### src/rtl/dbc_pkg.sv
// Shared types, constants and codeword helpers of the dictionary bitmask decompressor.
package dbc_pkg;

  localparam int WORD_BITS    = 32;
  localparam int DICT_ENTRIES = 16;
  localparam int IDX_BITS     = $clog2(DICT_ENTRIES);
  localparam int LEFT_BITS    = 34;                      // longest incomplete codeword
  localparam int BUF_BITS     = LEFT_BITS + WORD_BITS;   // leftover plus one stream word
  localparam int CNT_W        = $clog2(BUF_BITS + 1);
  localparam int MAX_RESULTS  = 64;
  localparam int RES_W        = $clog2(MAX_RESULTS + 1);
  localparam int LEN_W        = 6;
  localparam int IN_TDATA_W   = 40;                      // dict_index + data_word, byte padded

  // Codeword formats (first three bits of a codeword)
  typedef enum logic [2:0] {
    FMT_RAW   = 3'b000,
    FMT_RPT   = 3'b001,
    FMT_MASK  = 3'b010,
    FMT_FLIP1 = 3'b011,
    FMT_FLIP2 = 3'b100,
    FMT_FLIP4 = 3'b101,
    FMT_TWO   = 3'b110,
    FMT_DICT  = 3'b111
  } fmt_t;

  typedef enum logic {
    KIND_LOAD   = 1'b0,
    KIND_STREAM = 1'b1
  } item_kind_t;

  typedef enum logic {
    ST_IDLE   = 1'b0,
    ST_DECODE = 1'b1
  } bk_state_t;

  typedef struct packed {
    item_kind_t            kind;
    logic [IDX_BITS-1:0]   idx;
    logic [WORD_BITS-1:0]  data;
    logic                  last;
  } item_t;

  // Head of the queue as seen by the back part
  typedef struct packed {
    logic  valid;
    item_t item;
  } q_head_t;

  // Length in bits of a whole codeword
  function automatic logic [LEN_W-1:0] code_len(input fmt_t f);
    logic [LEN_W-1:0] len;
    unique case (f)
      FMT_RAW:   len = LEN_W'(35);
      FMT_RPT:   len = LEN_W'(6);
      FMT_MASK:  len = LEN_W'(16);
      FMT_FLIP1: len = LEN_W'(12);
      FMT_FLIP2: len = LEN_W'(12);
      FMT_FLIP4: len = LEN_W'(12);
      FMT_TWO:   len = LEN_W'(17);
      FMT_DICT:  len = LEN_W'(7);
      default:   len = LEN_W'(7);
    endcase
    return len;
  endfunction

endpackage

### src/rtl/dbc_front.sv
// Front part: accepts input transfers, classifies them and queues them for the back part.
module dbc_front (
  input  logic                           clk,
  input  logic                           rst_n,
  input  logic                           in_tvalid,
  output logic                           in_tready,
  input  logic [dbc_pkg::IN_TDATA_W-1:0] in_tdata,
  input  logic                           in_tuser,
  input  logic                           in_tlast,
  output dbc_pkg::q_head_t               head,
  input  logic                           pop
);
  import dbc_pkg::*;

  item_t      q_r [2];
  logic       wr_ptr_r, wr_ptr_nxt;
  logic       rd_ptr_r, rd_ptr_nxt;
  logic [1:0] count_r, count_nxt;
  logic       push;
  logic       do_pop;
  item_t      new_item;

  // Classify the incoming transfer
  always_comb begin
    new_item.kind = in_tuser ? KIND_STREAM : KIND_LOAD;
    new_item.idx  = in_tdata[IDX_BITS-1:0];
    new_item.data = in_tdata[IDX_BITS +: WORD_BITS];
    new_item.last = in_tlast;
  end

  assign in_tready  = (count_r != 2'd2);
  assign push       = in_tvalid && in_tready;
  assign do_pop     = pop && (count_r != 2'd0);
  assign head.valid = (count_r != 2'd0);
  assign head.item  = q_r[rd_ptr_r];

  // Advance pointers and occupancy
  always_comb begin
    wr_ptr_nxt = push ? ~wr_ptr_r : wr_ptr_r;
    rd_ptr_nxt = do_pop ? ~rd_ptr_r : rd_ptr_r;
    count_nxt  = count_r + {1'b0, push} - {1'b0, do_pop};
  end

  always_ff @(posedge clk) begin
    if (!rst_n) begin
      wr_ptr_r <= 1'b0;
      rd_ptr_r <= 1'b0;
      count_r  <= 2'd0;
    end else begin
      wr_ptr_r <= wr_ptr_nxt;
      rd_ptr_r <= rd_ptr_nxt;
      count_r  <= count_nxt;
    end
  end

  // Store the queued items
  always_ff @(posedge clk) begin
    if (push) begin
      q_r[wr_ptr_r] <= new_item;
    end
  end

endmodule

### src/rtl/dbc_back.sv
// Back part: dictionary, bit buffer, stallable codeword decoder and result register.
module dbc_back (
  input  logic                          clk,
  input  logic                          rst_n,
  input  dbc_pkg::q_head_t              head,
  output logic                          pop,
  output logic                          out_tvalid,
  input  logic                          out_tready,
  output logic [dbc_pkg::WORD_BITS-1:0] out_tdata,
  output logic                          out_tlast
);
  import dbc_pkg::*;

  logic [WORD_BITS-1:0] dict_r [DICT_ENTRIES];
  logic                 dict_we;

  bk_state_t            state_r, state_nxt;
  logic [BUF_BITS-1:0]  buf_r, buf_nxt;
  logic [CNT_W-1:0]     cnt_r, cnt_nxt;
  logic [WORD_BITS-1:0] prev_r, prev_nxt;
  logic                 final_r, final_nxt;
  logic [RES_W-1:0]     res_cnt_r, res_cnt_nxt;
  logic [2:0]           rep_r, rep_nxt;
  logic                 pend_valid_r, pend_valid_nxt;
  logic [WORD_BITS-1:0] pend_data_r, pend_data_nxt;
  logic                 out_valid_r, out_valid_nxt;
  logic [WORD_BITS-1:0] out_data_r, out_data_nxt;
  logic                 out_last_r, out_last_nxt;

  fmt_t                 fmt;
  logic [LEN_W-1:0]     len;
  logic                 have_code;
  logic [4:0]           loc;
  logic [4:0]           loc2;
  logic [IDX_BITS-1:0]  idx;
  logic [WORD_BITS-1:0] entry;
  logic [WORD_BITS-1:0] flip_mask;
  logic [WORD_BITS-1:0] result;
  logic                 out_free;
  logic                 res_full;
  logic                 can_produce;
  logic                 push;
  logic                 push_last;

  // Pick apart the codeword at the head of the buffer
  assign fmt       = fmt_t'(buf_r[BUF_BITS-1 -: 3]);
  assign len       = code_len(fmt);
  assign have_code = (cnt_r >= CNT_W'(3)) && (cnt_r >= CNT_W'(len));
  assign loc       = buf_r[BUF_BITS-4 -: 5];
  assign loc2      = buf_r[BUF_BITS-9 -: 5];

  always_comb begin
    unique case (fmt)
      FMT_MASK: idx = buf_r[BUF_BITS-13 -: IDX_BITS];
      FMT_TWO:  idx = buf_r[BUF_BITS-14 -: IDX_BITS];
      FMT_DICT: idx = buf_r[BUF_BITS-4 -: IDX_BITS];
      default:  idx = buf_r[BUF_BITS-9 -: IDX_BITS];
    endcase
  end

  assign entry = dict_r[idx];

  // Build the flip pattern; bits pushed past the word end drop out
  always_comb begin
    unique case (fmt)
      FMT_MASK:  flip_mask = {buf_r[BUF_BITS-9 -: 4], 28'd0} >> loc;
      FMT_FLIP1: flip_mask = {4'b1000, 28'd0} >> loc;
      FMT_FLIP2: flip_mask = {4'b1100, 28'd0} >> loc;
      FMT_FLIP4: flip_mask = {4'b1111, 28'd0} >> loc;
      FMT_TWO:   flip_mask = ({1'b1, 31'd0} >> loc) ^ ({1'b1, 31'd0} >> loc2);
      default:   flip_mask = '0;
    endcase
  end

  always_comb begin
    unique case (fmt)
      FMT_RAW: result = buf_r[BUF_BITS-4 -: WORD_BITS];
      FMT_RPT: result = prev_r;
      default: result = entry ^ flip_mask;
    endcase
  end

  assign out_free    = !out_valid_r || out_tready;
  assign res_full    = (res_cnt_r == RES_W'(MAX_RESULTS));
  assign can_produce = res_full || !pend_valid_r || out_free;

  // Sequence items and codewords
  always_comb begin
    state_nxt      = state_r;
    buf_nxt        = buf_r;
    cnt_nxt        = cnt_r;
    prev_nxt       = prev_r;
    final_nxt      = final_r;
    res_cnt_nxt    = res_cnt_r;
    rep_nxt        = rep_r;
    pend_valid_nxt = pend_valid_r;
    pend_data_nxt  = pend_data_r;
    pop            = 1'b0;
    dict_we        = 1'b0;
    push           = 1'b0;
    push_last      = 1'b0;
    unique case (state_r)
      ST_IDLE: begin
        if (head.valid) begin
          pop = 1'b1;
          if (head.item.kind == KIND_LOAD) begin
            dict_we = 1'b1;
          end else begin
            // Append the stream word behind the leftover bits
            buf_nxt     = buf_r | ({head.item.data, LEFT_BITS'(0)} >> cnt_r);
            cnt_nxt     = cnt_r + CNT_W'(WORD_BITS);
            final_nxt   = head.item.last;
            res_cnt_nxt = '0;
            rep_nxt     = '0;
            state_nxt   = ST_DECODE;
          end
        end
      end
      ST_DECODE: begin
        if (!have_code) begin
          // Close the item: release the held result marked as last
          if (!pend_valid_r || out_free) begin
            push           = pend_valid_r;
            push_last      = 1'b1;
            pend_valid_nxt = 1'b0;
            if (final_r) begin
              buf_nxt = '0;
              cnt_nxt = '0;
            end
            state_nxt = ST_IDLE;
          end
        end else if (can_produce) begin
          prev_nxt = result;
          if (!res_full) begin
            res_cnt_nxt    = res_cnt_r + RES_W'(1);
            pend_valid_nxt = 1'b1;
            pend_data_nxt  = result;
            push           = pend_valid_r;
          end
          if (fmt == FMT_RPT && rep_r != buf_r[BUF_BITS-4 -: 3]) begin
            rep_nxt = rep_r + 3'd1;
          end else begin
            // Drop the finished codeword
            rep_nxt = '0;
            buf_nxt = buf_r << len;
            cnt_nxt = cnt_r - CNT_W'(len);
          end
        end
      end
      default: state_nxt = ST_IDLE;
    endcase
  end

  // Result register
  always_comb begin
    out_valid_nxt = out_valid_r;
    out_data_nxt  = out_data_r;
    out_last_nxt  = out_last_r;
    if (push) begin
      out_valid_nxt = 1'b1;
      out_data_nxt  = pend_data_r;
      out_last_nxt  = push_last;
    end else if (out_tready) begin
      out_valid_nxt = 1'b0;
    end
  end

  always_ff @(posedge clk) begin
    if (!rst_n) begin
      state_r      <= ST_IDLE;
      buf_r        <= '0;
      cnt_r        <= '0;
      prev_r       <= '0;
      final_r      <= 1'b0;
      res_cnt_r    <= '0;
      rep_r        <= '0;
      pend_valid_r <= 1'b0;
      out_valid_r  <= 1'b0;
    end else begin
      state_r      <= state_nxt;
      buf_r        <= buf_nxt;
      cnt_r        <= cnt_nxt;
      prev_r       <= prev_nxt;
      final_r      <= final_nxt;
      res_cnt_r    <= res_cnt_nxt;
      rep_r        <= rep_nxt;
      pend_valid_r <= pend_valid_nxt;
      out_valid_r  <= out_valid_nxt;
    end
  end

  // Payload registers and dictionary
  always_ff @(posedge clk) begin
    pend_data_r <= pend_data_nxt;
    out_data_r  <= out_data_nxt;
    out_last_r  <= out_last_nxt;
    if (dict_we) begin
      dict_r[head.item.idx] <= head.item.data;
    end
  end

  assign out_tvalid = out_valid_r;
  assign out_tdata  = out_data_r;
  assign out_tlast  = out_last_r;

endmodule

### src/rtl/dictionary_bitmask_code_decompressor.sv
// Top level of the dictionary bitmask code decompressor.
//
//   Channel  Direction  Ports                     Contents
//   in_      slave      tvalid tready tdata       dict_index [3:0], data_word [35:4]
//                       tuser tlast               tuser: operation, tlast: last_word
//   out_     master     tvalid tready tdata       instruction [31:0]
//                       tlast                     last result of an input item
//
// A load item writes the dictionary in the back part; a stream word is merged into the bit
// buffer, decoded codeword by codeword while the output is free (a repeat codeword gives
// its result n+1 times) and closed; the next item waits for that. Reset is
// synchronous and clears the queue, bit buffer and previous instruction; dictionary contents
// are kept unknown. A stalled output holds the decoder; a two-entry queue buffers input.
module dictionary_bitmask_code_decompressor (
  input  logic                           clk,
  input  logic                           rst_n,
  input  logic                           in_tvalid,
  output logic                           in_tready,
  input  logic [dbc_pkg::IN_TDATA_W-1:0] in_tdata,   // dict_index, data_word, zero pad
  input  logic                           in_tuser,   // operation
  input  logic                           in_tlast,
  output logic                           out_tvalid,
  input  logic                           out_tready,
  output logic [dbc_pkg::WORD_BITS-1:0]  out_tdata,  // instruction
  output logic                           out_tlast
);
  import dbc_pkg::*;

  q_head_t head;
  logic    pop;

  dbc_front u_front (
    .clk       (clk),
    .rst_n     (rst_n),
    .in_tvalid (in_tvalid),
    .in_tready (in_tready),
    .in_tdata  (in_tdata),
    .in_tuser  (in_tuser),
    .in_tlast  (in_tlast),
    .head      (head),
    .pop       (pop)
  );

  dbc_back u_back (
    .clk        (clk),
    .rst_n      (rst_n),
    .head       (head),
    .pop        (pop),
    .out_tvalid (out_tvalid),
    .out_tready (out_tready),
    .out_tdata  (out_tdata),
    .out_tlast  (out_tlast)
  );

endmodule

### config.mk
export PLATFORM = sky130hd
export DESIGN_NAME = dictionary_bitmask_code_decompressor
export DESIGN_NICKNAME = d
export VERILOG_FILES = /design/src/rtl/dbc_pkg.sv /design/src/rtl/dbc_front.sv /design/src/rtl/dbc_back.sv /design/src/rtl/dictionary_bitmask_code_decompressor.sv
export SDC_FILE = /design/constraint.sdc
export NUM_CORES = 2
export LEC_CHECK = 0
export ABC_AREA = 1
export CORE_MARGIN = 3
export CORE_UTILIZATION = 38
export DETAILED_ROUTE_END_ITERATION = 8
export DONT_BUFFER_PORTS = 1
export SLEW_MARGIN = 20
export SYNTH_ARGS = -nofsm -noshare
export SYNTH_HDL_FRONTEND = slang
export SYNTH_SLANG_ARGS = --single-unit
### constraint.sdc
create_clock -name clk -period 5.6 [get_ports clk]
set_clock_uncertainty 0.05 [all_clocks]
set_input_delay 1.12 -clock clk [delete_from_list [all_inputs] [get_ports clk]]
set_output_delay 1.12 -clock clk [all_outputs]
set_load 0.1 [all_outputs]
# Word level (Yosys, flattened, before mapping)
# Memories as Yosys holds them, arrays and structs flattened. A register that Yosys moved wholly into a read port is not among the register bits.
# Cells that the tools add are included.
[op_classes] n_eq_ne=21 n_mux=62 n_bitwise=7 addsub=6 shift=7 n_lt_le_gt_ge=2 n_reduce_logical=22
[ops] op="66-bit 2-to-1 mux" n=7
[ops] op="32-bit case mux with 5 select lines" n=1
[ops] op="66-bit case mux with 2 select lines" n=1
[ops] op="32-bit by 5-bit >> shifter with 32-bit output, first input constant" n=4
[ops] op="7-bit 2-to-1 mux" n=12
[ops] op="66-bit bitwise OR" n=1
[ops] op="66-bit by 6-bit left shift with 66-bit output" n=1
[ops] op="66-bit by 7-bit >> shifter with 66-bit output" n=1
[ops] op="32-bit case mux with 2 select lines" n=1
[ops] op="32-bit bitwise XOR" n=2
[ops] op="32-bit by 5-bit >> shifter with 32-bit output" n=1
[ops] op="1-bit 2-to-1 mux" n=28
[ops] op="7-bit case mux with 2 select lines" n=2
[ops] op="3-bit 2-to-1 mux" n=7
[ops] op="2-bit != test, second input constant" n=7
[ops] op="3-bit equality test, second input constant" n=4
[ops] op="3-bit != test, second input constant" n=4
[ops] op="4-bit case mux with 3 select lines" n=1
[ops] op="4-bit AND reduction" n=3
[ops] op="7-bit by 1-bit adder with 7-bit output, second input constant" n=1
[ops] op="7-bit by 6-bit adder with 7-bit output, second input constant" n=1
[ops] op="7-bit equality test, second input constant" n=1
[ops] op="7-bit by 2-bit greater-or-equal comparator with 1-bit output, second input constant" n=1
[ops] op="7-bit by 6-bit greater-or-equal comparator with 1-bit output" n=1
[ops] op="20 further kinds" n=34
[totals] mem_count=3 ff_bits=188 romBits=48 out_inout_bits=35 mem_bits_rw=588 word_cells=145
[memory_table] memory="u_back.dict_r" depth=16 word_bits=32 read_ports=1 rd_clocked_by_memory_dff=0 wr=1 line_no="dbc_back.sv:14" source="logic [WORD_BITS-1:0] dict_r [DICT_ENTRIES];"
[memory_table] memory="u_front.q_r" depth=2 word_bits=38 read_ports=1 rd_clocked_by_memory_dff=1 wr=1 line_no="dbc_front.sv:15" source="item_t q_r [2];"
[memory_table] memory="(name not given)" depth=8 word_bits=6 read_ports=1 rd_clocked_by_memory_dff=1 wr=0 line_no="dbc_pkg.sv:53" source="unique case (f)"

# Longest topological paths before layout
[logic_depth] depth_word=8 mapped_depth=20

# By module
# From an unflattened synthesis, not the netlist that was laid out.
[unflattened] cells_unflattened=5271 area_unflattened_um2=42882.4
[modules_own_cells] mod="dbc_back" cells_each=5117 instances=1 area_each_um2=39823.2 seq_area_each_um2=19829.0
[modules_own_cells] mod="dbc_front" cells_each=154 instances=1 area_each_um2=3059.2 seq_area_each_um2=2382.3

# Worst setup path after synthesis
# OpenSTA, ideal clock, no wires.
[synth_path] kind="register to register" startpoint="reg u_back.len[5] (netlist name)" endpoint="reg u_back.pend_data_r[0], enable pin" path_stages_with_launch=14 setup_slack_ns=1.508 synth_period_minus_slack_ns=4.092 setup_ns=0.423 path_buffers=3 required_time_ns=5.127 arrival_ns=3.620 cell_sequence="dfxtp_1 > clkbuf_1 > inv_1 > clkbuf_1 > clkbuf_1 > ha_1 > inv_1 > nor2_1 > nand4_1 > nand3_1 > nand2_1 > nor2_4 > nand2_2 > nor2_1"
[synth_via] elab_chain_len=3
[synth_rtl] item="7-bit by 6-bit greater-or-equal comparator with 1-bit output" line_no="dbc_back.sv:48" source="assign have_code = (cnt_r >= CNT_W'(3)) && (cnt_r >= CNT_W'(len));"
[synth_rtl] item="1-bit logical AND" line_no="dbc_back.sv:48"
[synth_rtl] item="4-bit AND reduction (no line)"
[synth_rtl] item="end signal: assignment" line_no="dbc_back.sv:194" source="pend_data_r <= pend_data_nxt;"
[synth_rtl] item="end: declaration" line_no="dbc_back.sv:25" source="logic [WORD_BITS-1:0] pend_data_r, pend_data_nxt;"
# No other way between the ends.
# A chain may end at the register's enable or synchronous reset.

# Worst setup path in the final report
[layout_path] startpoint="reg u_back.buf_r[64]" endpoint="reg u_back.pend_data_r[4], data pin"
[layout_via] elab_chain_len=5
[layout_rtl] item="start: declaration" line_no="dbc_back.sv:18" source="logic [BUF_BITS-1:0] buf_r, buf_nxt;"
[layout_rtl] item="start signal: assignment" line_no="dbc_back.sv:181" source="buf_r <= buf_nxt;"
[layout_rtl] item="3-bit equality test, or another cell as far along" line_no="dbc_back.sv:53" source="unique case (fmt)"
[layout_rtl] item="4-bit case mux with 3 select lines" line_no="dbc_back.sv:53"
[layout_rtl] item="memory 16 x 32 bit"
[layout_rtl] item="32-bit bitwise XOR" line_no="dbc_back.sv:79" source="default: result = entry ^ flip_mask;"
[layout_rtl] item="32-bit case mux with 2 select lines *" line_no="dbc_back.sv:76" source="unique case (fmt)"
[layout_rtl] item="named net u_back.result[4]" line_no="dbc_back.sv:38" source="logic [WORD_BITS-1:0] result;"
# The timed path passes the listed nets; every way through them passes the cells marked *.

==> impl_metrics.yaml <==
outcome:
  status: "completed"
floorplanning:
  die_w_um: 342
  num_rows: 122
  initial_core_util_pct: 38.5
  core_region_area_sq_mm: 0.111
  fp.dieH_um: 342
  ios: 81
  die_area_sq_mm: 0.117
cells_and_area:
  final_common_cell: "nand2_1"
  layout-drive-gt1-share_pct: 6.32
  area_growth_syn_to_layout_pct: 10.4
  final_cell_mix: "nand2_1, nand3_1, inv_1, edfxtp_1, o21ai_0"
  nets: 5224
  fillers: 11000
routing:
  drc_errors: 0
  viasPerCell: 5.47
  drtIter0Drc: 4480
  wl_mm: 147
  wl_per_cell_um: 21.8
  num_vias: 36800
  first_pass_iters: 6
  detail-route-antenna-nets: 0
clock_tree:
  path_clk_slew_ns: 0.06
  cts_sinks: 783
  ctsResizeCount: 0
  cts_setup_buffers: 0
  cts_root_buffer: "clkbuf_16"
  ctsHoldBuffers: 0
  worstSkewPairLatency_ns: 0.67
  htreeDepth: 3
  cts_tree: "yes"
  cts_buffers: 89
  clock_path_buffers: 3
global_route:
  first_global_vias: 33900
  grt_max_degree: 167
  grtUsageTotal_pct: 24.6
  antenna_found_initial: 4
  overflow: 0
  grt_pass1_wl_mm: 218
synthesis:
  synthMuxAreaShare_pct: 0.327
  syn-num-nets: 5377
  syn_inst: 5317
  synthAdderAreaFrac_pct: 0.426
  ys_seq_elements: 783
  async_flop_share_pct: 0
  synth-simple-area-share_pct: 30.7
  synth_area_per_cell_sq_um: 8.06
  yosysWarnings: 0
  synth_edf_count: 653
  synth_ff_type: "edfxtp_1"
  synth_top_family_by_area: "simple AND/OR/NAND/NOR gates"
  synth.distinct_cells: 45
  synth_xor_area_share_pct: 0.368
  syn-cell-area_sq_mm: 0.0429
  synth_compound_area_share_pct: 6.73
  synth-seq-area-share_pct: 51.8
timing:
  tns_ns: 0
  finalWorstSetupSlack_ns: 1.59
  relSlewSlack_pct: 25.3
  worst_hold_slack_ns: 0.367
  setup_viol: 0
  finalCriticalPeriod_ns: 4.01
  fin_crit_sh_pct: 71.6
  slew_violations: 0
  max_freq_mhz: 249
  tightest_slew_ns: 1.12
  hold_viol: 0
  grt_setup_unrepaired: "false"
setup_path:
  critPathArrivalTime_ns: 4.35
  cp_data_required_time_ns: 5.94
  cp.depth: 12
  rr_endpoint: "u_back.pend_data_r[4]"
  cp_max_fo: 24
  r2r_slack_ns: 1.59
  crit_end: "u_back.pend_data_r[4]"
  worst_path_largest_cell_delay_ns: 0.68
  cp_slowest_cell: "dfxtp_1"
  critical_path.cell_chain: "nand3_2, o21ai_1, nor2_1, nor2_4, buf_12, nand3_1, nand3_1, nand3_1, nand2_1, nand2_1, nand3_1, nand2_1"
  critPathLaunch: "u_back.buf_r[64]"
  crit_type: "reg2reg"
  cpLargestDelayFamily: "simple AND/OR/NAND/NOR gates"
  crit_path_end_kind: "register"
  critPathBufInv: 1
  cp-start-kind: "register"
  rr_startpoint: "u_back.buf_r[64]"
  crit_path_frequent_cell: "nand3_1"
  worst-r2r-cell-count: 12
worst_hold_path:
  hp-start: "u_back.pend_data_r[11]"
  hold_depth: 0
  worstHoldPathType: "reg2reg"
run:
  drv_cap: 0
placement:
  post-dp-hpwl_mm: 95.2
  gp_congestion: 0.941
  dp_slack_ns: 1.61
  port_buffers: 0
power:
  vdd_drop_max_v: 0.000706
  leakagePower_nw: 19.7
  power-per-cell-area_mw_per_mm2: 683
cells by family (layout without fill, tap and decap cells):
group,Yosys count,after routing
other,0,1
multiplexers,14,14
adder cells (fa/ha/maj),14,14
AND/OR/NAND/NOR,2924,2924
AO/OA/AOI/OAI,535,535
flip-flops,783,783
XOR/XNOR,18,18
buffers and inverters,1029,952
stage by stage:
stage	util (%)	area (sq um)	instances	power (mW)
2_1_floorplan	-	42900	5317	20.2
3_3_place_gp	39.8	44300	6561	26.0
3_5_place_dp	39.8	44300	6561	26.2
4_1_cts	42.5	47300	6728	32.2
5_1_grt	42.5	47300	6728	34.4
6_report	42.5	47300	6729	32.3
power by group:
| part | switching, mW | internal [mW] | total, mW | leakage, nW |
|---|---|---|---|---|
| registers | 0.502 | 7.54 | 8.05 | 6.98 |
| clock network | 2.43 | 3.54 | 5.97 | 1.46 |
| logic | 13.5 | 4.83 | 18.3 | 11.3 |
layout make-up:
type                    instances  area [sq um]  area share (%)
repair buffers                100           901            1.90
inverters                     685          2570            5.43
multi-input cells            3505         16800            35.4
diodes                          1          2.50         0.00529
flip-flops and latches        783         22200            47.0
clock inverters                58           623            1.32
well taps                    1488          1860            3.93
clock buffers                 109          2380            5.02
how the worst min path moves through the flow:
stage / to / slack (ns)
floorplan: u_back.out_tdata[0] / 0.35
global placement: u_back.out_tdata[11] / 0.35
detailed placement: u_back.out_tdata[31] / 0.36
finish: u_back.out_tdata[11] / 0.37
CTS: u_back.out_tdata[11] / 0.37
global route: u_back.out_tdata[11] / 0.37
registers in the layout, summed over array words and instances (netlist names), 2 cells and up, named ones only:
register            flops
u_back.cnt_r            7
u_back.buf_r           66
u_front.q_r            76
u_front.count_r         2
u_back.out_tdata       32
u_back.len              6
u_back.dict_r         512
u_back.prev_r          32
u_back.res_cnt_r        7
u_back.rep_r            3
u_back.pend_data_r     32
synthesized netlist by cell type (25+ instances only):
cell type,count,share of area (%)
o22ai_1,38,0.55
clkbuf_1,124,1.1
nand4_1,52,0.76
o211ai_1,40,0.70
nand3b_1,85,1.5
dfxtp_1,130,6.1
nand3_1,1206,14
buf_2,113,1.3
o21ai_0,244,2.8
or2_2,25,0.36
buf_1,81,0.71
a21oi_1,183,2.1
nand2_1,1339,12
edfxtp_1,653,46
inv_1,669,5.9
nor2_1,157,1.4
metal layers:
layer,vias up,wire [um],global-route usage [%]
met5,-,28,0
met4,4,6150,9.67
met3,281,12200,4.07
met2,1581,65900,38.3
met1,17400,62700,34.3
li1,17500,-,-
No activity file was read; power rests on OpenSTA's default activity.
